--- src/hdl/psw_pkg.sv ---
// Shared types and constants for the point stability weights unit.
// No dependencies; every other file but psw_ram imports this package.
package psw_pkg;

    localparam int MAX_POINTS  = 64;
    localparam int MAX_SAMPLES = 16;
    localparam int COORD_BITS  = 32;

    localparam int PT_W    = $clog2(MAX_POINTS);    // point index width
    localparam int NP_W    = PT_W + 1;              // point count width
    localparam int SLOT_W  = $clog2(MAX_SAMPLES);   // sample slot width
    localparam int NS_W    = SLOT_W + 1;            // sample count width
    localparam int DIST_W  = 32;                    // Q16.16 distance
    localparam int DSUM_W  = DIST_W + SLOT_W;       // per-point distance sum
    localparam int CSUM_W  = COORD_BITS + PT_W;     // coordinate sum per axis
    localparam int CEN_W   = COORD_BITS + 1;        // centroid, signed
    localparam int DIFF_W  = COORD_BITS + 2;        // coordinate minus centroid
    localparam int DEV_W   = DSUM_W;                // |n*d - T|
    localparam int DIV_W   = 78;                    // divider dividend / quotient
    localparam int DIVS_W  = 32;                    // divider divisor
    localparam int LEN_W   = 7;                     // divider step count
    localparam int RAD_W   = 64;                    // square root radicand
    localparam int ROOT_W  = 32;                    // square root result
    localparam int DVSR_W  = 12;                    // n*n*(n-1)
    localparam int CFG_W   = 7;                     // widest register

    // Register indexes of the configuration port
    typedef logic [0:0] t_cfg_idx;
    localparam t_cfg_idx CFG_NUM_POINTS  = 1'b0;
    localparam t_cfg_idx CFG_NUM_SAMPLES = 1'b1;

    // One classified point on its way from front to back
    typedef struct packed {
        logic [COORD_BITS-1:0] x;
        logic [COORD_BITS-1:0] y;
        logic [COORD_BITS-1:0] z;
        logic [PT_W-1:0]       pt;
        logic                  sample_end;
        logic                  run_end;
        logic [SLOT_W-1:0]     slot;
        logic [NP_W-1:0]       np;
        logic [NS_W-1:0]       ns;
    } t_item;

    typedef struct packed {
        logic              start;
        logic [DIV_W-1:0]  dvd;     // dividend, left aligned
        logic [DIVS_W-1:0] dvs;
        logic [LEN_W-1:0]  len;     // number of quotient bits
    } t_div_req;

    typedef struct packed {
        logic             done;
        logic [DIV_W-1:0] quo;
    } t_div_rsp;

    typedef struct packed {
        logic             start;
        logic [RAD_W-1:0] rad;
    } t_sqrt_req;

    typedef struct packed {
        logic              done;
        logic [ROOT_W-1:0] root;
    } t_sqrt_rsp;

endpackage

--- src/hdl/psw_front.sv ---
// Front end: configuration registers, point and sample counting, item tagging.
// Depends on psw_pkg.
module psw_front import psw_pkg::*; (
    input  logic                  i_clk,
    input  logic                  i_rst_n,
    input  logic                  i_cfg_wr_en,
    input  t_cfg_idx              i_cfg_idx,
    input  logic [CFG_W-1:0]      i_cfg_wr_data,
    input  logic                  i_in_valid,
    output logic                  o_in_ready,
    input  logic [COORD_BITS-1:0] i_coord_x,
    input  logic [COORD_BITS-1:0] i_coord_y,
    input  logic [COORD_BITS-1:0] i_coord_z,
    output logic                  o_push,
    output t_item                 o_item,
    input  logic                  i_full
);

    logic [NP_W-1:0] r_num_points;
    logic [NS_W-1:0] r_num_samples;
    logic [NP_W-1:0] r_pt_cnt;
    logic [NS_W-1:0] r_smp_cnt;

    logic [NP_W-1:0]   np_eff;
    logic [NS_W-1:0]   ns_eff;
    logic [PT_W-1:0]   pt;
    logic [SLOT_W-1:0] slot;
    logic [NP_W-1:0]   pc1;
    logic [NS_W-1:0]   sc1;
    logic              sample_end;
    logic              run_end;
    logic              xfer;

    // Clamp registers into their working range
    always_comb begin
        if (r_num_points == '0) begin
            np_eff = NP_W'(1);
        end else if (r_num_points > NP_W'(MAX_POINTS)) begin
            np_eff = NP_W'(MAX_POINTS);
        end else begin
            np_eff = r_num_points;
        end
        if (r_num_samples < NS_W'(2)) begin
            ns_eff = NS_W'(2);
        end else if (r_num_samples > NS_W'(MAX_SAMPLES)) begin
            ns_eff = NS_W'(MAX_SAMPLES);
        end else begin
            ns_eff = r_num_samples;
        end
    end

    // Classify the incoming point
    always_comb begin
        pt         = r_pt_cnt[PT_W-1:0];
        slot       = r_smp_cnt[SLOT_W-1:0];
        pc1        = {1'b0, pt} + NP_W'(1);
        sc1        = {1'b0, slot} + NS_W'(1);
        sample_end = pc1 >= np_eff;
        run_end    = sample_end && (sc1 >= ns_eff);
        xfer       = i_in_valid && !i_full;
    end

    always_ff @(posedge i_clk) begin
        if (!i_rst_n) begin
            r_num_points  <= NP_W'(MAX_POINTS);
            r_num_samples <= NS_W'(MAX_SAMPLES);
            r_pt_cnt      <= '0;
            r_smp_cnt     <= '0;
        end else begin
            // Configuration writes
            if (i_cfg_wr_en) begin
                unique case (i_cfg_idx)
                    CFG_NUM_POINTS:  r_num_points  <= i_cfg_wr_data[NP_W-1:0];
                    CFG_NUM_SAMPLES: r_num_samples <= i_cfg_wr_data[NS_W-1:0];
                    default: ;
                endcase
            end
            // Advance counters on each transfer
            if (xfer) begin
                r_pt_cnt <= sample_end ? '0 : pc1;
                if (sample_end) begin
                    r_smp_cnt <= run_end ? '0 : sc1;
                end
            end
        end
    end

    assign o_in_ready         = !i_full;
    assign o_push             = xfer;
    assign o_item.x           = i_coord_x;
    assign o_item.y           = i_coord_y;
    assign o_item.z           = i_coord_z;
    assign o_item.pt          = pt;
    assign o_item.sample_end  = sample_end;
    assign o_item.run_end     = run_end;
    assign o_item.slot        = slot;
    assign o_item.np          = np_eff;
    assign o_item.ns          = ns_eff;

endmodule

--- config.mk ---
export PLATFORM = sky130hd
export DESIGN_NAME = psw_front
export DESIGN_NICKNAME = d
export VERILOG_FILES = /design/src/hdl/psw_pkg.sv /design/src/hdl/psw_front.sv
export SDC_FILE = /design/constraint.sdc
export NUM_CORES = 1
export LEC_CHECK = 0
export BUFFER_PORTS_ARGS = -buffer_cell sky130_fd_sc_hd__buf_2
export CORE_AREA = 5 5 87 89
export CTS_BUF_LIST = sky130_fd_sc_hd__clkbuf_8
export DETAILED_ROUTE_END_ITERATION = 12
export DIE_AREA = 0 0 92 94
export GPL_TIMING_DRIVEN = 0
export PLACE_DENSITY = 0.71
export RECOVER_POWER = 25
export SYNTH_ARGS = -nofsm -noshare
export SYNTH_HDL_FRONTEND = slang
export SYNTH_SLANG_ARGS = --single-unit
--- constraint.sdc ---
create_clock -name i_clk -period 3.6 [get_ports i_clk]
set_input_delay 1.08 -clock i_clk [delete_from_list [all_inputs] [get_ports i_clk]]
set_output_delay 1.08 -clock i_clk [all_outputs]
set_load 0.02 [all_outputs]
Yosys cells after proc, flatten, opt, wreduce, memory -nomap -nowiden
Index checks and enable logic that the tools add are counted.
{"block": "op_classes", "n_reduce_logical": 7, "n_addsub": 2, "order_cmp": 5, "muxes": 6, "bitwise_logic": 1}
{"op": "7-bit two-way mux", "count": 2}
{"op": "5-bit two-way mux", "count": 2}
{"op": "6-bit by 1-bit adder with 7-bit output (second input constant)", "count": 1}
{"op": "7-bit >= comparator", "count": 1}
{"op": "7-bit > comparator (second input constant)", "count": 1}
{"op": "7-bit zero test", "count": 1}
{"op": "6-bit two-way mux", "count": 1}
{"op": "2-bit AND reduction", "count": 3}
{"op": "4-bit by 1-bit adder with 5-bit output (second input constant)", "count": 1}
{"op": "5-bit >= comparator", "count": 1}
{"op": "5-bit > comparator (second input constant)", "count": 1}
{"op": "5-bit by 2-bit < comparator with 1-bit output (second input constant)", "count": 1}
{"op": "4-bit two-way mux", "count": 1}
{"op": "1-bit logical AND", "count": 2}
{"op": "1-bit zero test", "count": 1}
{"op": "1-bit inverter", "count": 1}
{"block": "totals", "out_inout_bits": 122, "word_cells": 25, "input_bits": 109, "reg_bits": 22}

Depth between registers and ports, before layout
{"block": "logic_depth", "depth_word": 6, "ltp_mapped": 10, "depth_no_buf": 10}

Worst setup path before layout
No wires, ideal clock.
{"block": "synth_path", "kind": "register to output", "from": "register r_pt_cnt[0]", "to": "output port o_item[17] in the netlist's numbering", "setup_slack_ns": 0.157, "n_path_buf": 1, "stages_incl_launch_ff": 10, "t_required_ns": 2.520, "arrival_ns": 2.363, "path_cell_list": "dfxtp_1 ha_1 nand3_1 xnor2_1 ha_1 a21o_1 a221o_1 a41oi_2 inv_2 buf_4"}
{"block": "synth_via", "elab_chain_cells": 2}
{"element": "start: declaration", "line_no": "psw_front.sv:21", "rtl": "logic [NP_W-1:0] r_pt_cnt;"}
{"element": "start signal: assignment", "line_no": "psw_front.sv:80", "rtl": "r_pt_cnt <= sample_end ? '0 : pc1;"}
{"element": "6-bit by 1-bit adder with 7-bit output", "line_no": "psw_front.sv:56", "rtl": "pc1 = {1'b0, pt} + NP_W'(1);"}
{"element": "7-bit >= comparator", "line_no": "psw_front.sv:58", "rtl": "sample_end = pc1 >= np_eff;"}
{"element": "end: declaration", "line_no": "psw_front.sv:15", "rtl": "output t_item o_item,"}
No other way between the ends.

Worst setup path in the final report
{"block": "layout_path", "from": "register r_pt_cnt[0]", "to": "output port o_item[16] in the netlist's numbering"}
{"block": "layout_via", "elab_chain_cells": 3}
{"element": "6-bit by 1-bit adder with 7-bit output", "line_no": "psw_front.sv:56"}
{"element": "7-bit >= comparator", "line_no": "psw_front.sv:58"}
{"element": "1-bit logical AND", "line_no": "psw_front.sv:59", "rtl": "run_end = sample_end && (sc1 >= ns_eff);"}
No other way between the ends.

==> results.rst <==
.. list-table::
   :header-rows: 1

   * - Metric
     - Value
   * - Run status
     - completed
   * - Critical-path top delay cell
     - dfxtp_4
   * - Largest delay contributor family on the critical path
     - compound AO/OA/AOI/OAI gates
   * - Number of nets in the layout
     - between 500 and 600
   * - Rows
     - 30
   * - Share of the clock period used by the worst path after layout
     - 95.7%
   * - Half-perimeter wire length after placement
     - 5200 um
   * - CTS clock-pin slew for the worst setup and hold paths
     - about 0.080 ns
   * - Number of distinct library cells after synthesis
     - 32
   * - Maximum number of pins on one net before global-route repair
     - 13
   * - GRT overflow
     - 0
   * - Mean post-synth cell area
     - between 7 and 8 um^2
   * - Power share of the sequential group
     - 35.2%
   * - Vias post-DR
     - 2100
   * - Critical path start-end classification
     - flop to output port
   * - Worst-skew pair later-pin latency
     - roughly 0.27 ns
   * - Arrival time at the worst endpoint
     - ~2.4 ns
   * - Total number of yosys warnings
     - 0
   * - Number of nets produced by synthesis
     - approximately 400
   * - Starting density of the core
     - roughly 30%
   * - Post-synthesis mux area share
     - 0%
   * - Maximum level of the CTS H-tree
     - 1
   * - Antenna violations before repair
     - 0
   * - Detailed-routing iteration count for the pre-antenna-repair pass
     - 4
   * - Residual DRC count
     - 0
   * - Post-synthesis share of cell area spent on and, or, nand and nor gates
     - between 10% and 20%
   * - Clock root buffer
     - clkbuf_8
   * - Worst setup slack after placement
     - -0.0499 ns
   * - Number of max-slew violations in the final report
     - 0
   * - DRT iter0 DRCs
     - between 50 and 60
   * - Detail Route Antenna Nets
     - 0
   * - Post-synth design cell area
     - 2030 um^2
   * - Final setup violation count
     - 0
   * - Top-level I/O count
     - between 200 and 250
   * - Top cells by count, synth
     - 98 x buf_4, 35 x nand2_1, 22 x dfxtp_1, 17 x a21oi_1, 14 x ha_1
   * - Worst setup EP type
     - output port
   * - Core Area
     - 6680 um^2
   * - Post-detailed-route wirelength per cell
     - 12.5 um
   * - Number of logic stages on the critical path including buffering
     - 9
   * - GP Congestion
     - ~0.74
   * - TritonCTS sink count
     - 22
   * - CTS tree
     - done
   * - Number of cells traversed by the worst hold path
     - 2
   * - Synthesized-area fraction occupied by xor and xnor cells
     - around 4.7%
   * - Area leader, netlist
     - buf_4
   * - Biggest fanout along the worst timing path
     - 4
   * - Startpoint type of the worst setup path
     - flop
   * - Switching power
     - ~0.25 mW
   * - Period minus WS final
     - around 3.4 ns
   * - Internal power
     - ~0.49 mW
   * - Main combinational cell family by area after synthesis
     - buffers and inverters
   * - Comb power frac
     - between 40% and 50%
   * - CP Data Required Time
     - about 2.5 ns
   * - Share of async-settable or async-resettable flops after synthesis
     - 0%
   * - Buffers added on ports
     - roughly 130
   * - Part of the power in the clock network
     - about a quarter
   * - EDFF count, synth
     - 0
   * - FF-to-FF path depth
     - 12
   * - Leakage
     - roughly 1.6 nW
   * - Synth area leaders
     - buf_4 36%, dfxtp_1 22%, ha_1 8.6%
   * - Maximum frequency from static timing analysis
     - between 200 and 300 MHz
   * - Vert. Die Dim
     - ~94 um
   * - Area growth syn-to-layout
     - 46.0%
   * - Final hold viol count
     - 0
   * - Adder-cell share of the synthesized area
     - 8.62%
   * - Worst setup skew after layout
     - between 0.003 and 0.004 ns
   * - Wire length of the first global-routing pass
     - between 8000 and 9000 um
   * - Pwr/cell area
     - 246 nW/um^2
   * - Complex-gate fraction of the synthesized area
     - 9.97%
   * - Final WL
     - 6140 um
   * - Delay of the slowest critical-path stage
     - 0.39 ns
   * - Number of hold-repair buffers added at the cts stage
     - 0
   * - Area enclosed by the die boundary
     - between 8000 and 9000 um^2
   * - Leading cell type by number of instances after synthesis
     - buf_4
   * - Worst Hold Class
     - flop to flop
   * - Worst path cell trace
     - ha_4 > nand3_4 > xnor2_2 > ha_1 > a21o_1 > a221o_1 > a41oi_4 > nor2_1 > buf_4
   * - Minimum setup slack in the final design
     - 0.155 ns
   * - Switching fraction of total power
     - between 30% and 40%
   * - Combined buffer and inverter count along the critical path
     - 1
   * - Dominant register cell in the synthesized netlist
     - dfxtp_1
   * - Number of buffers on the longest clock path
     - 2
   * - Slew at the pin closest to its max-slew limit
     - between 0.5 and 0.6 ns
   * - Number of violations of the max-capacitance limit
     - 0
   * - Width of the chip
     - 92 um
   * - Share of the synthesized area in the top cell type
     - a little over a third
   * - Vias in the first global route
     - 1997
   * - Utilization of the core after routing
     - between 40 and 50%
   * - Register bit count reported by yosys
     - 22
   * - Synthesized instance count
     - about 270
   * - Portion of the post-synthesis area used by sequential elements
     - 21.7%
   * - Number of CTS-inserted buffers
     - 3
   * - Proportion of layout cells with a drive suffix above 1
     - 56.3%
   * - Diode insertion count for antenna repair
     - 0
   * - Maximum VDD drop
     - approximately 110 uV
   * - Rel. slew slack
     - 66.2%
   * - Via-to-Cell Ratio
     - about 4.3
   * - Total Routing Usage GR
     - approximately 13%
   * - Unrepaired setup endpoints after global routing
     - false
-- metrics by stage --
stage | hold WS [ns] | setup TNS, ns | std cells | cell area, um^2 | total power, mW
2_1_floorplan | 0.436 | 0 | 268 | 2030 | 0.473
3_3_place_gp | 0.451 | -0.0176 | 481 | 2800 | 0.550
3_5_place_dp | 0.464 | -0.0747 | 481 | 2800 | 0.554
4_1_cts | 0.473 | 0 | 491 | 2960 | 0.744
5_1_grt | 0.486 | 0 | 492 | 2970 | 0.771
6_report | 0.471 | 0 | 492 | 2970 | 0.731
-- state kept, by name, indices dropped and copies added (netlist names) --
register	cells
r_num_points	7
r_pt_cnt	6
r_num_samples	5
r_smp_cnt	4
-- layout make-up --
class / instances / area (um^2)
multi-input cells: 128 / 848
well taps: 80 / 100
repair buffers: 142 / 711
fillers: 689 / 3710
clock buffers: 4 / 55.1
plain buffers: 101 / 739
inverters: 15 / 56.3
flip-flops and latches: 22 / 459
-- worst paths after layout --
path	start	to	slack, ns
worst max-delay path	r_pt_cnt[0]	o_item[16]	0.15
worst min-delay path	r_num_points[0]	r_num_points[0]	0.47
worst max register to register	r_pt_cnt[0]	r_smp_cnt[1]	1.11
worst min register to register	r_num_points[0]	r_num_points[0]	0.47
-- layer usage --
metal  track usage, %  vias up  wire length (um)
met2             23.7      122              3200
met3             3.37        9               653
met5                0        -                 0
li1                 -     1062                 -
met4             4.83        0               116
met1             13.2      907              2170
-- cells by family (layout without fill, tap and decap cells) --
logic type / Yosys count / count (layout)
fa+ha+maj: 14 / 14
buf+inv: 118 / 262
simple gates: 70 / 70
flops: 22 / 22
compound gates: 33 / 33
xor+xnor: 11 / 11
-- what timing repair did --
action | in CTS | in global routing
pin swaps | 4 | 7
setup endpoints to repair | 2 | 2
buffers inserted | 6 | 3
gates resized for setup | 17 | 8
-- worst register-to-register path: stages, from the launching register on --
cell and delay [ns]:
dfxtp_4 0.39, ha_4 0.16, nand3_4 0.08, xnor2_2 0.14, ha_1 0.30, a21o_1 0.17
a221o_1 0.35, a41oi_4 0.25, inv_2 0.08, buf_4 0.13, buf_4 0.13, nand4_1 0.09
a21oi_1 0.08
-- power groups by stage --
stage,logic [mW],clock network [mW],registers [mW]
final,0.296,0.178,0.257
after global routing,0.319,0.193,0.259
after CTS,0.299,0.186,0.259
after detailed placement,0.289,0,0.265
after global placement,0.285,0,0.265
after floorplan,0.208,0,0.265
-- placed cells by master (no fill, tap or decap), types with 4 or more instances in the layout --
| cell type | instances |
|---|---|
| nand2_1 | 35 |
| xnor2_1 | 6 |
| clkbuf_8 | 4 |
| o21ai_0 | 6 |
| nand3_1 | 8 |
| nor2_1 | 12 |
| buf_2 | 106 |
| inv_1 | 13 |
| clkbuf_1 | 30 |
| xor2_1 | 4 |
| dfxtp_4 | 5 |
| dfxtp_1 | 17 |
| a21oi_1 | 17 |
| buf_4 | 106 |
| ha_1 | 13 |
Note: power is estimated with default switching activity, not from simulation.
