[config.mk]
export PLATFORM = sky130hd
export DESIGN_NAME = psw_queue
export DESIGN_NICKNAME = d
export VERILOG_FILES = /design/src/hdl/psw_pkg.sv /design/src/hdl/psw_queue.sv
export SDC_FILE = /design/constraint.sdc
export NUM_CORES = 1
export LEC_CHECK = 0
export BUFFER_PORTS_ARGS = -buffer_cell sky130_fd_sc_hd__buf_2
export CAP_MARGIN = 10
export CORE_MARGIN = 1.5
export CORE_UTILIZATION = 40
export DETAILED_ROUTE_END_ITERATION = 12
export PLACE_DENSITY = 0.69
export SYNTH_ARGS = -nofsm -noshare
export SYNTH_HDL_FRONTEND = slang
export SYNTH_SLANG_ARGS = --single-unit
[constraint.sdc]
create_clock -name i_clk -period 8.9 [get_ports i_clk]
set_input_delay 0.89 -clock i_clk [delete_from_list [all_inputs] [get_ports i_clk]]
set_output_delay 0.89 -clock i_clk [all_outputs]
set_load 0.01 [all_outputs]
[src/hdl/psw_pkg.sv]
// Shared types and constants for the point stability weights unit.
// No dependencies; every other file but psw_ram imports this package.
package psw_pkg;

    localparam int MAX_POINTS  = 64;
    localparam int MAX_SAMPLES = 16;
    localparam int COORD_BITS  = 32;

    localparam int PT_W    = $clog2(MAX_POINTS);    // point index width
    localparam int NP_W    = PT_W + 1;              // point count width
    localparam int SLOT_W  = $clog2(MAX_SAMPLES);   // sample slot width
    localparam int NS_W    = SLOT_W + 1;            // sample count width
    localparam int DIST_W  = 32;                    // Q16.16 distance
    localparam int DSUM_W  = DIST_W + SLOT_W;       // per-point distance sum
    localparam int CSUM_W  = COORD_BITS + PT_W;     // coordinate sum per axis
    localparam int CEN_W   = COORD_BITS + 1;        // centroid, signed
    localparam int DIFF_W  = COORD_BITS + 2;        // coordinate minus centroid
    localparam int DEV_W   = DSUM_W;                // |n*d - T|
    localparam int DIV_W   = 78;                    // divider dividend / quotient
    localparam int DIVS_W  = 32;                    // divider divisor
    localparam int LEN_W   = 7;                     // divider step count
    localparam int RAD_W   = 64;                    // square root radicand
    localparam int ROOT_W  = 32;                    // square root result
    localparam int DVSR_W  = 12;                    // n*n*(n-1)
    localparam int CFG_W   = 7;                     // widest register

    // Register indexes of the configuration port
    typedef logic [0:0] t_cfg_idx;
    localparam t_cfg_idx CFG_NUM_POINTS  = 1'b0;
    localparam t_cfg_idx CFG_NUM_SAMPLES = 1'b1;

    // One classified point on its way from front to back
    typedef struct packed {
        logic [COORD_BITS-1:0] x;
        logic [COORD_BITS-1:0] y;
        logic [COORD_BITS-1:0] z;
        logic [PT_W-1:0]       pt;
        logic                  sample_end;
        logic                  run_end;
        logic [SLOT_W-1:0]     slot;
        logic [NP_W-1:0]       np;
        logic [NS_W-1:0]       ns;
    } t_item;

    typedef struct packed {
        logic              start;
        logic [DIV_W-1:0]  dvd;     // dividend, left aligned
        logic [DIVS_W-1:0] dvs;
        logic [LEN_W-1:0]  len;     // number of quotient bits
    } t_div_req;

    typedef struct packed {
        logic             done;
        logic [DIV_W-1:0] quo;
    } t_div_rsp;

    typedef struct packed {
        logic             start;
        logic [RAD_W-1:0] rad;
    } t_sqrt_req;

    typedef struct packed {
        logic              done;
        logic [ROOT_W-1:0] root;
    } t_sqrt_rsp;

endpackage

[src/hdl/psw_queue.sv]
// Two entry queue of classified points between front and back.
// Depends on psw_pkg.
module psw_queue import psw_pkg::*; (
    input  logic  i_clk,
    input  logic  i_rst_n,
    input  logic  i_push,
    input  t_item i_item,
    output logic  o_full,
    input  logic  i_pop,
    output logic  o_valid,
    output t_item o_item
);

    t_item      r_mem [2];
    logic       r_wp;
    logic       r_rp;
    logic [1:0] r_cnt;

    // Storage needs no reset
    always_ff @(posedge i_clk) begin
        if (i_push) begin
            r_mem[r_wp] <= i_item;
        end
    end

    // Advance pointers and fill level
    always_ff @(posedge i_clk) begin
        if (!i_rst_n) begin
            r_wp  <= 1'b0;
            r_rp  <= 1'b0;
            r_cnt <= 2'd0;
        end else begin
            if (i_push) begin
                r_wp <= ~r_wp;
            end
            if (i_pop) begin
                r_rp <= ~r_rp;
            end
            if (i_push && !i_pop) begin
                r_cnt <= r_cnt + 2'd1;
            end else if (!i_push && i_pop) begin
                r_cnt <= r_cnt - 2'd1;
            end
        end
    end

    assign o_full  = r_cnt == 2'd2;
    assign o_valid = r_cnt != 2'd0;
    assign o_item  = r_mem[r_rp];

endmodule

-- Word level (Yosys, flattened, before mapping)
Memory sizes are Yosys's and may differ from the RTL's. A register that Yosys moved wholly into a read port is not among the register bits.
Index checks and enable logic that the tools add are counted.
- memories: 1
- bits of input ports: 124
- memory bits (writable): 240
- output and inout port bits: 122
- logic and storage cells: 21
- register bits after elaboration: 4
- memory list (name ; depth ; width ; rd ports ; clocked after memory_dff ; wr ports ; line ; RTL):
    r_mem ; 2 ; 120 ; 1 ; 1 ; 1 ; psw_queue.sv:14 ; t_item r_mem [2];
- $add $sub $neg: 2
- bitwise gates (word level): 2
- reductions and logical operators: 6
- muxes and demuxes: 6
- eq/ne operators: 1
- operators by type and width (cell ; count):
    two-way mux 1 bit ; 4
    two-way mux 2 bit ; 2
    nonzero test 2 bit ; 2
    adder 2 x 1 -> 2 bit, second input constant ; 1
    == test 2 bit, second input constant ; 1
    logical AND 1 bit ; 2
    logical NOT 1 bit ; 2
    inverter 1 bit ; 2
    subtractor 2 x 1 -> 2 bit, second input constant ; 1

-- Longest topological paths before layout
Gate-level depths: netlist of run 1.
- word-level depth: 4
- gate-level depth with buffers: 5
- depth with buffers taken out: 5

-- Least setup slack after synthesis of run 1
OpenSTA, ideal clock, no wires.
- kind: input port to flip-flop
- from: input i_push
- to: memory r_mem[0][0] (netlist bit), enable pin
- arrival time: 6.127 ns
- cell stages on the path: 1
- library setup time: 0.615 ns
- setup slack: 2.158 ns
- required time: 8.285 ns
- buffers on the path: 0
- cell sequence: nor2b_1
- word-level cells in the longest chain between the ends: 2
- ends and longest elaborated chain (what ; line ; RTL):
    start, declared ; psw_queue.sv:6 ; input logic i_push,
    two-way mux 1 bit ; psw_queue.sv:21 ; if (i_push) begin
    two-way mux 1 bit (not written as such) ; psw_queue.sv:22 ; r_mem[r_wp] <= i_item;
    end, declared ; psw_queue.sv:14 ;
Every way passes these cells.

==> results.py, run 1 <==
metrics = {
    "run_status": {
        "status": "completed",
    },
    "power_and_ir_drop": {
        "power.density_nw_per_um2": 232,
        "ir_drop_v": 0.000129,
        "p_leak_nw": 4.19,
    },
    "sta": {
        "hold_viol_final": 0,
        "slew_headroom_pct": 38.2,
        "slew_viol_final": 0,
        "fmax_ghz": 0.275,
        "rsz0062_at_grt": "false",
        "fin_tns_setup_ns": 0,
        "min_period_ns": 3.63,
        "tightest_slew_ns": 0.927,
        "skew_ns": 0.0129,
        "setup_ws_ns": 5.27,
        "finalCritPeriodShare_pct": 40.8,
        "setup_viol": 0,
    },
    "cells_and_area": {
        "final_util_pct": 51.3,
        "drive_above_1_share_pct": 60.9,
        "finalInstanceArea_um2": 11200,
        "final_common_cell": "buf_2",
        "fin_nets": 784,
        "stdcell_count": 959,
        "syn_to_final_growth_pct": 25.6,
        "mostFrequentLayoutCells": "245 x buf_2, 240 x edfxtp_1, 120 x mux2_2",
    },
    "clock_tree": {
        "post-cts-setup-buffers": 0,
        "clockBufferDepth": 3,
        "insertion_delay_ns": 0.51,
        "clk_pin_slew_ns": 0.06,
        "hold_buffers": 0,
        "cts_resized": 0,
        "ctsRootBufferMaster": "clkbuf_16",
        "cts_tree": "done",
        "cts.sink_count": 245,
        "numCtsBuffers": 26,
        "htreeDepth": 1,
    },
    "setup_path": {
        "slowest_delay_ns": 0.83,
        "rr_worst_depth": 3,
        "critPathKind": "reg -> out",
        "r2r-start": "r_wp$_SDFFE_PN0P_",
        "path_cells": "buf_4, mux2_2, buf_2",
        "crit_arrival_ns": 2.74,
        "worstSetupStartpointType": "flip-flop",
        "critPathCaptureType": "output port",
        "r2r_end": "r_mem[0][45]$_DFFE_PP_",
        "required_ns": 8.01,
        "cp_slowest_cell": "dfxtp_4",
        "r2r_slack_ns": 6.53,
        "path_max_fanout": 65,
        "crit_buf_inv": 2,
        "cp_top_family": "buffers and inverters",
    },
    "die": {
        "die_x_um": 152,
        "io_pins": 246,
        "core.rowCount": 54,
        "dieArea_um2": 23200,
        "initial_core_util_pct": 40.8,
        "core_um2": 21800,
        "dieHeight_um": 152,
    },
    "detailed_routing": {
        "routed_wl_mm": 16.7,
        "drt_iter0_drc": 207,
        "drcViolationCount": 0,
        "routed_via_density": 4.77,
        "avgRoutedWirePerCell_um": 17.5,
        "ant_nets": 0,
        "vias": 4579,
        "first_pass_iters": 4,
    },
    "synth": {
        "ys_seq_elements": 245,
        "syn_area_um2": 8910,
        "synthTopCellsByArea": "edfxtp_1 81%, mux2_2 15%, buf_6 1.4%",
        "ys_warn_count": 0,
        "postSynthAreaPerCell_um2": 22.6,
        "yosys.area.top_type": "edfxtp_1",
        "synth_fp_nets": 520,
        "synth.distinct_cells": 17,
        "synth_cells": 395,
        "synth_seq_area_share_pct": 82.0,
        "yosys.area.top_type_share_pct": 80.9,
    },
    "placement": {
        "place_hpwl_mm": 10.7,
        "dp.cells": 911,
        "placed_cell_area_um2": 10400,
        "preCtsSetupSlack_ns": 5.75,
        "place_congestion": 0.711,
        "io_buffers": 245,
    },
    "worst_hold_path": {
        "hold_end": "r_cnt[1]$_SDFFE_PN0P_",
        "hp-class": "reg -> reg",
        "hp-start": "r_cnt[1]$_SDFFE_PN0P_",
        "hold_depth": 2,
    },
    "grt": {
        "grt_pass1_wl_mm": 25.7,
        "track_usage_pct": 13.9,
        "grt_antenna_before_repair": 2,
        "grt_max_degree": 66,
        "grt-ovfl-total": 0,
        "grt_pass1_vias": 4983,
    },
    "run": {
        "cap_violations": 0,
    },
}
## flip-flops by register name (all words and copies together) (netlist names), named ones only
| signal | flops |
|---|---|
| r_cnt | 2 |
| r_mem | 240 |
| r_rp | 1 |
| r_wp | 1 |
## layer usage
metal	GRT usage (%)	vias up	share of wire [%]
met1	16.7	2241	41
met2	23.7	189	48
met5	0	-	0.084
met4	5.55	2	3.2
li1	-	2102	-
met3	3.95	45	7.6
## cells by family (layout without fill, tap and decap cells)
family	Yosys count	in the layout	synth area share, %
other	0	1	0
and+or+nand+nor	9	9	0.646
adders and majority gates	1	1	0.140
buffers and inverters	14	297	1.54
AOI/OAI and AO/OA	3	3	0.225
muxes	120	120	15.2
xor gates and xnor gates	3	3	0.295
DFF	245	245	82.0
## power breakdown
group          internal [W]  total (W)  switching, W
Clock              0.000579   0.000994      0.000415
Sequential          0.00133    0.00136     0.0000237
Combinational      0.000119   0.000243      0.000124
## Yosys cell counts
library cell / instances
and2_1: 4
inv_1: 1
nor2b_1: 2
o21a_1: 1
or2_2: 1
o21ai_0: 1
buf_2: 2
xnor2_1: 1
and2b_1: 1
mux2_2: 120
ha_1: 1
a21boi_1: 1
buf_6: 11
dfxtp_1: 5
xor2_1: 2
or3_1: 1
edfxtp_1: 240
## worst max-delay path by stage
stage               startpoint               endpoint  slack [ns]  cells after the start
floorplan               i_push  r_mem[0][0]$_DFFE_PP_        2.16                      1
global route         flip-flop             o_item[30]        5.08                      3
finish               flip-flop             o_item[26]        5.27                      3
CTS                  flip-flop             o_item[26]        5.19                      3
global placement     flip-flop             o_item[78]        5.78                      3
detailed placement   flip-flop             o_item[30]        5.75                      3
## worst register-to-register path, stage by stage, from the launching register on
cell     delay (ns)
dfxtp_1        0.34
nor2b_4        0.10
buf_4          0.63
buf_4          0.81
## layout make-up
cell class                 instances  area, µm²
sequential                       245       7310
timing repair buffer             249       1260
fill                            1793      10600
multi-input combinational        136       1480
tap                              280        350
inverter                           1       3.75
antenna                            1       2.50
clock inverter                    17        110
clock buffer                      30        687
## per-stage QoR
step	power [W]	hold slack, ns
floorplan	0.00153	0.461
global placement	0.00162	0.469
detailed placement	0.00163	0.532
CTS	0.00263	0.538
global route	0.00269	0.541
finish	0.00260	0.541
Power figures use the tool's default switching activity.
==> run 2, diff against run 1 <==
--- a/config.mk
+++ b/config.mk
@@ -5,6 +5,7 @@
 export SDC_FILE = /design/constraint.sdc
 export NUM_CORES = 1
 export LEC_CHECK = 0
+export ABC_AREA = 1
 export BUFFER_PORTS_ARGS = -buffer_cell sky130_fd_sc_hd__buf_2
 export CAP_MARGIN = 10
 export CORE_MARGIN = 1.5
==> constraint.sdc (replaced) <==
create_clock -name i_clk -period 3.55 [get_ports i_clk]
set_input_delay 0.355 -clock i_clk [delete_from_list [all_inputs] [get_ports i_clk]]
set_output_delay 0.355 -clock i_clk [all_outputs]
set_load 0.01 [all_outputs]
==> results.py, run 2 <==
metrics = {
    "synth": {
        "yosysMostFrequentCell": "edfxtp_1",
        "ys_warn_count": 0,
        "postSynthAreaPerCell_um2": 21.9,
        "yosys.area.top_type_share_pct": 80.8,
        "yosys.area.top_type": "edfxtp_1",
        "synth_seq_area_share_pct": 81.9,
        "yosys_most_used_dff": "edfxtp_1",
        "synthTopCellsByArea": "edfxtp_1 81%, mux2_2 15%, buf_6 1.4%",
        "synth.distinct_cells": 13,
        "synthArstFlopShare_pct": 0,
        "synth_cells": 408,
        "synth_edf_count": 240,
        "synth_fp_nets": 533,
        "syn_area_um2": 8920,
        "netlist_top_cells_count": "240 x edfxtp_1, 120 x mux2_2, 11 x buf_6",
        "ys_seq_elements": 245,
    },
    "grt": {
        "track_usage_pct": 14.5,
        "grt_max_degree": 73,
        "grt_pass1_vias": 5202,
        "grt_pass1_wl_mm": 26.9,
        "grt_antenna_before_repair": 1,
        "grt-ovfl-total": 0,
    },
    "run": {
        "cap_violations": 0,
    },
    "placement": {
        "dp.cells": 925,
        "preCtsSetupSlack_ns": 1.55,
        "place_hpwl_mm": 11.1,
        "io_buffers": 245,
        "place_congestion": 0.760,
    },
    "detailed_routing": {
        "routed_wl_mm": 17.1,
        "drcViolationCount": 0,
        "ant_nets": 0,
        "vias": 4689,
        "drt_iter0_drc": 211,
        "routed_via_density": 4.70,
        "first_pass_iters": 4,
        "avgRoutedWirePerCell_um": 17.2,
    },
    "clock_tree": {
        "ctsRootBufferMaster": "clkbuf_16",
        "cts_tree": "done",
        "htreeDepth": 1,
        "cts.sink_count": 245,
        "clk_pin_slew_ns": 0.06,
        "clockBufferDepth": 3,
        "post-cts-setup-buffers": 0,
        "numCtsBuffers": 27,
        "insertion_delay_ns": 0.51,
    },
    "setup_path": {
        "required_ns": 3.19,
        "rr_worst_depth": 3,
        "critPathCaptureType": "output port",
        "crit_arrival_ns": 2.16,
        "critPathKind": "reg -> out",
        "path_max_fanout": 32,
        "worstSetupStartpointType": "flip-flop",
    },
    "power_and_ir_drop": {
        "p_total_w": 0.00677,
        "ir_drop_v": 0.000465,
        "power.density_nw_per_um2": 585,
        "p_leak_nw": 4.37,
    },
    "die": {
        "core.rowCount": 54,
        "initial_core_util_pct": 40.9,
        "die_x_um": 152,
        "io_pins": 246,
        "dieArea_um2": 23200,
        "dieHeight_um": 152,
        "core_um2": 21800,
    },
    "cells_and_area": {
        "final_common_cell": "buf_2",
        "stdcell_count": 997,
        "largest_register_ffs": 240,
        "top_regs": "r_mem: 240 flops, r_cnt: 2 flops",
        "syn_to_final_growth_pct": 29.8,
        "fill_cells": 1758,
        "top_register": "r_mem",
        "drive_above_1_share_pct": 57.5,
        "mostFrequentLayoutCells": "245 x buf_2, 240 x edfxtp_1, 120 x mux2_2",
        "fin_nets": 822,
    },
    "worst_hold_path": {
        "hold_depth": 1,
        "hp-class": "in -> reg",
    },
    "sta": {
        "slew_headroom_pct": 37.4,
        "rsz0062_at_grt": "false",
        "skew_ns": 0.0112,
        "setup_viol": 0,
        "hold_viol_final": 0,
        "fin_tns_setup_ns": 0,
        "min_period_ns": 2.51,
        "holdWs_ns": 0.0306,
        "finalCritPeriodShare_pct": 70.8,
        "fmax_ghz": 0.398,
        "tightest_slew_ns": 0.939,
        "slew_viol_final": 0,
        "setup_ws_ns": 1.04,
    },
    "run_status": {
        "status": "completed",
    },
}
==> run 2: cell types whose count changed after synthesis, sizes merged, moves of 2 or more <==
cell / delta
nand2: +9
nor2: +8
inv: +7
and2: -4
nor2b: -2
xor2: -2
==> run 2: cell type report <==
| class | count | area [µm²] | share of cell area, % |
|---|---|---|---|
| Multi-Input combinational cell | 142 | 1460 | 12.6 |
| Clock buffer | 29 | 683 | 5.90 |
| Timing Repair Buffer | 273 | 1520 | 13.1 |
| Sequential cell | 245 | 7310 | 63.2 |
| Clock inverter | 19 | 221 | 1.91 |
| Inverter | 8 | 32.5 | 0.281 |
| Tap cell | 280 | 350 | 3.03 |
| Antenna cell | 1 | 2.50 | 0.0216 |
==> run 2: what timing repair did <==
action	in CTS	in global routing
hold endpoints to repair	37	0
hold buffers	23	0
resized for setup	0	0
==> run 2: worst max-delay path, cell delays in order (launching register included) <==
cell and delay (ns):
dfxtp_4 0.63, buf_4 0.44, mux2_2 0.39, buf_2 0.14
==> run 2: where the power goes <==
part | switching [W] | internal [W]
sequential | 0.0000448 | 0.00335
combinational | 0.000306 | 0.000280
clock | 0.00105 | 0.00175
total | 0.00140 | 0.00538
==> run 2: routing by layer <==
metal,part of all wire (%),track usage (%),vias to the layer above
met2,51,25.9,197
met3,8.2,4.49,33
li1,-,-,2183
met1,38,16.7,2276
met4,2.3,4.07,0
met5,0,0,-
==> run 2: cell families after synthesis <==
| kind of cell | share of synthesized area [%] |
|---|---|
| multiplexers | 15.1 |
| flip-flops | 81.9 |
| adder cells (fa/ha/maj) | 0.140 |
| buffers and inverters | 1.84 |
| AO/OA/AOI/OAI | 0.112 |
| AND/OR/NAND/NOR | 0.842 |
==> run 2: worst paths after layout <==
kind | to | start | slack, ns
worst max register to register | r_mem[1][26]$_DFFE_PP_ | r_wp$_SDFFE_PN0P_ | 1.67
worst min register to register | r_rp$_SDFFE_PN0P_ | r_rp$_SDFFE_PN0P_ | 0.52
worst max-delay path | o_item[79] | flip-flop | 1.04
worst min-delay path | r_mem[0][31]$_DFFE_PP_ | i_item[31] | 0.03
==> run 2: metrics by stage <==
stage	utilization [%]	cell area, µm²
global route	53.0	11600
global placement	47.8	10400
finish	53.0	11600
CTS	53.0	11600
detailed placement	47.8	10400
floorplan	-	8930
